File: config.mk
export PLATFORM = sky130hd
export DESIGN_NAME = dbtu_sweep
export DESIGN_NICKNAME = d
export VERILOG_FILES = /design/src/sv/dbtu_pkg.sv /design/src/sv/dbtu_sweep.sv
export SDC_FILE = /design/constraint.sdc
export NUM_CORES = 1
export LEC_CHECK = 0
export ABC_AREA = 1
export BUFFER_PORTS_ARGS = -buffer_cell sky130_fd_sc_hd__buf_2
export CORE_ASPECT_RATIO = 1.75
export CORE_MARGIN = 2
export CORE_UTILIZATION = 37
export CTS_CLUSTER_SIZE = 20
export DETAILED_ROUTE_END_ITERATION = 16
export PLACE_DENSITY_LB_ADDON = 0.15
export SYNTH_ARGS = -nofsm -noshare
export SYNTH_HDL_FRONTEND = slang
export SYNTH_SLANG_ARGS = --single-unit
File: constraint.sdc
create_clock -name i_clk -period 5 [get_ports i_clk]
set_input_delay 0.75 -clock i_clk [delete_from_list [all_inputs] [get_ports i_clk]]
set_output_delay 0.75 -clock i_clk [all_outputs]
set_load 0.05 [all_outputs]
File: src/sv/dbtu_pkg.sv
// Package for the depth buffer test unit: operation codes, register indexes,
// the clear-walker request type and fixed field widths.
// Depends on nothing; dbtu_sweep, the top level and the testbench use it.
`default_nettype none

package dbtu_pkg;

    // Operation carried in the tuser field of an input transaction.
    typedef enum logic [1:0] {
        FUNC_TEST  = 2'd0,
        FUNC_SET   = 2'd1,
        FUNC_GET   = 2'd2,
        FUNC_CLEAR = 2'd3
    } t_func;

    // Configuration register indexes.
    localparam int CFG_INDEX_W = 8;
    localparam logic [CFG_INDEX_W-1:0] CFG_FRAME_WIDTH  = 8'd0;
    localparam logic [CFG_INDEX_W-1:0] CFG_FRAME_HEIGHT = 8'd1;

    // Frame size registers and their reset value.
    localparam int FRAME_W = 9;
    localparam logic [FRAME_W-1:0] FRAME_RESET = 9'd256;

    // Width used for column and row counts, enough for sizes up to 8191.
    localparam int SIZE_W = 13;

    // Request from the item pipeline to the clear walker.
    typedef struct packed {
        logic              start;
        logic [SIZE_W-1:0] cols;
        logic [SIZE_W-1:0] rows;
    } t_sweep_req;

endpackage

`default_nettype wire

File: src/sv/dbtu_sweep.sv
// Clear walker: steps through the active frame, one depth entry per cycle.
// Depends on dbtu_pkg. After reset it walks the whole store once.
`default_nettype none

module dbtu_sweep #(
    parameter int MAX_WIDTH  = 256,
    parameter int MAX_HEIGHT = 256,
    parameter int ADDR_W     = 16
) (
    input  wire logic                i_clk,
    input  wire logic                i_rst_n,
    input  wire dbtu_pkg::t_sweep_req i_req,
    output logic                     o_busy,
    output logic [ADDR_W-1:0]        o_addr
);

    logic                        r_busy;
    logic [dbtu_pkg::SIZE_W-1:0] r_cols;
    logic [dbtu_pkg::SIZE_W-1:0] r_rows;
    logic [dbtu_pkg::SIZE_W-1:0] r_col;
    logic [dbtu_pkg::SIZE_W-1:0] r_row;
    logic [ADDR_W-1:0]           r_base;
    logic                        last_col;
    logic                        last_row;

    assign last_col = (r_col == r_cols - dbtu_pkg::SIZE_W'(1));
    assign last_row = (r_row == r_rows - dbtu_pkg::SIZE_W'(1));

    // Walk columns within a row, then move the row base by one stored row.
    always_ff @(posedge i_clk) begin
        if (!i_rst_n) begin
            r_busy <= 1'b1;
            r_cols <= dbtu_pkg::SIZE_W'(MAX_WIDTH);
            r_rows <= dbtu_pkg::SIZE_W'(MAX_HEIGHT);
            r_col  <= '0;
            r_row  <= '0;
            r_base <= '0;
        end else if (r_busy) begin
            if (last_col) begin
                r_col <= '0;
                if (last_row) begin
                    r_busy <= 1'b0;
                    r_row  <= '0;
                    r_base <= '0;
                end else begin
                    r_row  <= r_row + dbtu_pkg::SIZE_W'(1);
                    r_base <= r_base + ADDR_W'(MAX_WIDTH);
                end
            end else begin
                r_col <= r_col + dbtu_pkg::SIZE_W'(1);
            end
        end else if (i_req.start && (i_req.cols != '0) && (i_req.rows != '0)) begin
            r_busy <= 1'b1;
            r_cols <= i_req.cols;
            r_rows <= i_req.rows;
            r_col  <= '0;
            r_row  <= '0;
            r_base <= '0;
        end
    end

    assign o_busy = r_busy;
    assign o_addr = r_base + ADDR_W'(r_col);

endmodule

`default_nettype wire

# Word-level counts from Yosys, hierarchy flattened
# Cells that the tools add are included.
[word_totals]
ff_bits = 69
latch_bits = 0
ram_bits = 0
mem_bits_ro = 0
input_bits = 29
out_inout_bits = 17
elab_cells = 37
memories = 0
[classes]
addsub = 6
mul = 0
div_mod_pow = 0
magnitude_cmp = 0
eq_ne = 3
shift = 0
muxes = 14
bitwise = 1
n_reduce_logical = 7
[ops]
columns = ["operator", "n"]
rows = [
  ["2-to-1 mux 13 bit", 6],
  ["2-to-1 mux 16 bit", 4],
  ["adder 13 x 1 -> 13 bit (second input constant)", 2],
  ["== test 13 bit", 2],
  ["nonzero test 13 bit", 2],
  ["subtractor 13 x 1 -> 13 bit (second input constant)", 2],
  ["adder 16 x 13 -> 16 bit", 1],
  ["adder 16 x 9 -> 16 bit (second input constant)", 1],
  ["2-to-1 mux 1 bit", 4],
  ["AND reduction 2 bit", 2],
  ["logical AND 1 bit", 2],
  ["inequality test 2 x 1 -> 1 bit (second input constant)", 1],
  ["nonzero test 2 bit", 1],
  ["inverter 1 bit", 1],
]

# Longest topological paths before layout
[depth]
ltp_word = 5
ltp_mapped = 16
ltp_nobuf = 15

# Worst setup path after synthesis
# OpenSTA, ideal clock, no wires.
[synth_timing]
path_kind = "reg-to-output"
startpoint = "register r_base[9]"
endpoint = "output port o_addr[15]"
arrival_ns = 2.199
t_required_ns = 4.250
path_slack_ns = 2.051
path_stages_with_launch = 9
n_path_buf = 0
path_cell_list = "dfxtp_1 ha_1 a21oi_1 o21bai_1 a21oi_1 o21bai_1 nand2_1 nor2_1 xor2_1"
[synth_between]
elab_chain_cells = 1
[synth_rtl]
columns = ["element", "line", "source"]
rows = [
  ["start: declaration", "dbtu_sweep.sv:22", "logic [ADDR_W-1:0] r_base;"],
  ["start signal: assignment", "dbtu_sweep.sv:47", "r_base <= r_base + ADDR_W'(MAX_WIDTH);"],
  ["adder 16 x 13 -> 16 bit", "dbtu_sweep.sv:63", "assign o_addr = r_base + ADDR_W'(r_col);"],
  ["end: declaration", "dbtu_sweep.sv:14", "output logic [ADDR_W-1:0] o_addr"],
]
# Every way passes these cells.

# Final worst setup path
[layout_timing]
startpoint = "register r_col[9] (netlist bit)"
endpoint = "output port o_addr[15]"
[layout_between]
elab_chain_cells = 1
[layout_rtl]
columns = ["element", "line", "source"]
rows = [
  ["start: declaration", "dbtu_sweep.sv:20", "logic [dbtu_pkg::SIZE_W-1:0] r_col;"],
  ["start signal: assignment", "dbtu_sweep.sv:50", "r_col <= r_col + dbtu_pkg::SIZE_W'(1);"],
  ["adder 16 x 13 -> 16 bit", "dbtu_sweep.sv:63", ""],
]
# Every way passes these cells.

==> implementation parameters <==
Parameter                              Value

Cells and area
  Final core area utilization    42.1%
  Nets    744
  Proportion of layout cells with a drive suffix above 1    14.4%
  Synthesis-to-finish area growth    10.6%
  Final design instance area without fill    0.00491 mm2
  Number of antenna cells inserted    0

Routing
  Final wirelength    12800 um
  DRC violation count after routing    0
  DR pass1 iterations    7
  Vias    4400
  Via-to-Cell Ratio    5.21
  Drt first-iter violations    162
  Average wire per standard cell    15.2 um
  Number of routed nets with antenna violations    0

Power
  Comb pwr share    4.2%
  Leakage Power    2.26 nW
  Peak VDD IR    149 uV
  Proportion of total power due to net switching    24.0%
  Proportion of power drawn by flip-flops and latches    44.7%
  Psw    0.000264 W
  Fraction of power consumed by the clock network    51.0%
  Power per cell area    224 mW/mm2
  Power Internal    0.000836 W

CTS
  TritonCTS Sinks    61
  Clock latency on the worst-skew pair    0.33 ns
  Clk pin slew, worst setup/hold paths    0.06 ns
  Total number of H-tree levels    3
  Worst-case clock buffer depth    2
  Quantity of gates resized following cts    0
  CTS hold repair buffers    0
  # Post-CTS Setup Buffers    0
  Clock tree from TritonCTS    yes
  Clock Root Buffer    sky130_fd_sc_hd__clkbuf_16
  Number of clock buffers inserted by TritonCTS    9

Place
  Final HPWL from detailed placement    10100 um
  Final GP Congestion    0.893
  Area after detailed placement    0.00465 mm2
  Number of buffers added on ports    45

Setup path
  Data arrival at the endpoint of the critical path    2.42 ns
  Data required, critical path    4.25 ns
  Type of element launching the critical path    flop
  Critical path type    flop to output pin
  Critical path fanouts, max    8
  Kind of end point of the critical path    output pin

Timing
  Fin crit period    3.17 ns
  Setup-violating endpoint count in the final report    0
  Headroom to the max-slew limit    37.3%
  Slew @ Worst Pin    0.939 ns
  Final hold violation count    0
  Post-Route Setup TNS    0 ns
  Worst hold slack after final layout    0.497 ns
  Final-report max-slew violation count    0
  Maximum frequency from static timing analysis    315 MHz
  Max Clock Skew    0.00736 ns
  Unrepaired setup endpoints after global routing    false
  Post-route fraction of the period consumed by the critical path    63.4%

Logic synthesis
  Cell with the most instances after synthesis    sky130_fd_sc_hd__nand2_1
  Count of state elements after synthesis    61
  Primary FF master, synth    sky130_fd_sc_hd__dfxtp_1
  Number of cells produced by synthesis    680
  Share of flip-flops with an asynchronous set or reset    0%
  Mux share of post-synthesis cell area    0%
  Simple-gate share of the synthesized area    38.1%
  Fraction of the mapped netlist area in adder cells    2.82%
  Sequential area share after synthesis    27.5%
  EDFF count, synth    0
  Parity-gate share of the synthesized area counting xor and xnor cells    7.70%
  Synthesized area per cell    6.52 um2
  Warnings, synthesis    0
  Synthesized cell area    0.00444 mm2
  Synthesized netlist net count    719
  Biggest area consumer among synthesized cells    sky130_fd_sc_hd__dfxtp_1
  Commonest cells in the synthesized netlist    147 x sky130_fd_sc_hd__nand2_1, 79 x sky130_fd_sc_hd__inv_1, 74 x sky130_fd_sc_hd__nor2_1, 72 x sky130_fd_sc_hd__nand3_1, 61 x sky130_fd_sc_hd__dfxtp_1
  Largest family of logic cells by synthesized area    simple AND/OR/NAND/NOR gates
  Share of Yosys cell area claimed by the top area cell type    27.5%
  Largest cells by area after synthesis    sky130_fd_sc_hd__dfxtp_1 28%, sky130_fd_sc_hd__nand2_1 12%, sky130_fd_sc_hd__nand3_1 8.1%, sky130_fd_sc_hd__inv_1 6.7%, sky130_fd_sc_hd__nor2_1 6.3%
  Number of distinct library cell variants in the gate-level netlist after synthesis    39
  Compound-Gate Fraction of Synth Area    12.7%

Die
  Number of top-level pins    46
  Die ar.    0.0129 mm2
  Area of the placeable core    0.0116 mm2
  Height of the die    149 um
  Initial standard-cell utilization of the core    38.1%
  Cell row count    52
  Die Width    86.8 um

Global routing
  Global router's overall resource usage    20.8%
  Number of global-route vias before repair    4312
  Initial antenna violation count    0
  Pin count of the biggest net entering global routing    44
  Final global-route overflow total    0
  First-pass GRT wire length    20700 um

Outcome
  Outcome    finished, final reports clean

Flow run
  Maximum capacitance violations    0

Worst hold path
  Min-Delay Path Class    flop to flop
cell type report:
class	count	area, um2
clock buffer	11	233
clock inverter	5	27.5
fill	1246	6740
inverter	81	304
multi-input combinational	506	2720
sequential	61	1220
tap	135	169
timing repair buffer	46	233
stage by stage:
step	power, W	std cells	worst slack [ns]
after floorplan	0.000530	680	2.05
after global placement	0.000548	829	1.69
after detailed placement	0.000549	829	1.70
after CTS	0.00112	845	1.82
after global routing	0.00114	845	1.61
final	0.00110	845	1.83
final timing paths:
| check | from | cells past startpoint | slack [ns] | to |
|---|---|---|---|---|
| setup / recovery | r_col[9] | 9 | 1.83 | o_addr[15] |
| hold / removal | r_cols[11] | 2 | 0.50 | r_cols[11] |
| setup reg to reg | r_cols[0] | 13 | 1.91 | o_busy |
| hold reg to reg | r_cols[11] | 2 | 0.50 | r_cols[11] |
power groups by stage:
stage	Combinational [W]	Sequential (W)	Clock, W
3_3_place_gp	0.0000462	0.000502	0
3_5_place_dp	0.0000468	0.000502	0
5_1_grt	0.0000512	0.000492	0.000598
6_report	0.0000467	0.000492	0.000561
2_1_floorplan	0.0000290	0.000501	0
4_1_cts	0.0000470	0.000492	0.000578
metal layers:
layer	vias up	track usage, %	wire length [um]	part of all wire, %
li1	2248	-	-	-
met1	2049	20.2	4590	36
met2	72	39.8	7270	57
met3	31	2.77	338	2.6
met4	0	12.7	646	5.0
met5	-	0	0	0
layout by cell type (no fill, tap or decap), types with 2 or more instances in the layout:
master,count
sky130_fd_sc_hd__nand2_1,147
sky130_fd_sc_hd__inv_1,79
sky130_fd_sc_hd__nor2_1,74
sky130_fd_sc_hd__nand3_1,72
sky130_fd_sc_hd__dfxtp_1,61
sky130_fd_sc_hd__a21oi_1,45
sky130_fd_sc_hd__buf_2,45
sky130_fd_sc_hd__o21ai_0,41
sky130_fd_sc_hd__xor2_1,28
sky130_fd_sc_hd__nand4_1,12
sky130_fd_sc_hd__nand3_2,11
sky130_fd_sc_hd__xnor2_1,11
sky130_fd_sc_hd__a21oi_2,10
sky130_fd_sc_hd__ha_1,10
sky130_fd_sc_hd__clkbuf_16,9
sky130_fd_sc_hd__nor3_1,8
sky130_fd_sc_hd__nor2_2,7
sky130_fd_sc_hd__nor2_4,5
sky130_fd_sc_hd__nand3b_1,5
sky130_fd_sc_hd__nor4_1,4
sky130_fd_sc_hd__clkinv_2,4
sky130_fd_sc_hd__o21bai_1,3
sky130_fd_sc_hd__nand2_2,2
sky130_fd_sc_hd__and2_1,2
sky130_fd_sc_hd__clkbuf_1,2
cell families after synthesis:
logic type / count (synthesis)
buf+inv: 113
xor+xnor: 39
fa+ha+maj: 10
compound gates: 102
simple gates: 355
flops: 61
flip-flops by register name (all words and copies together), names as in the netlist:
name / cells
r_cols: 13
r_base: 8
o_busy: 1
r_col: 13
r_row: 13
r_rows: 13
worst max-delay path: stages (launching register included):
cell and delay (ns):
sky130_fd_sc_hd__dfxtp_1 0.40, sky130_fd_sc_hd__ha_1 0.36, sky130_fd_sc_hd__a21oi_1 0.09, sky130_fd_sc_hd__o21bai_1 0.20, sky130_fd_sc_hd__a21oi_1 0.13, sky130_fd_sc_hd__o21bai_1 0.26
sky130_fd_sc_hd__nand2_1 0.08, sky130_fd_sc_hd__nor2_1 0.15, sky130_fd_sc_hd__xor2_1 0.15, sky130_fd_sc_hd__buf_2 0.27
Power figures use the tool's default switching activity.
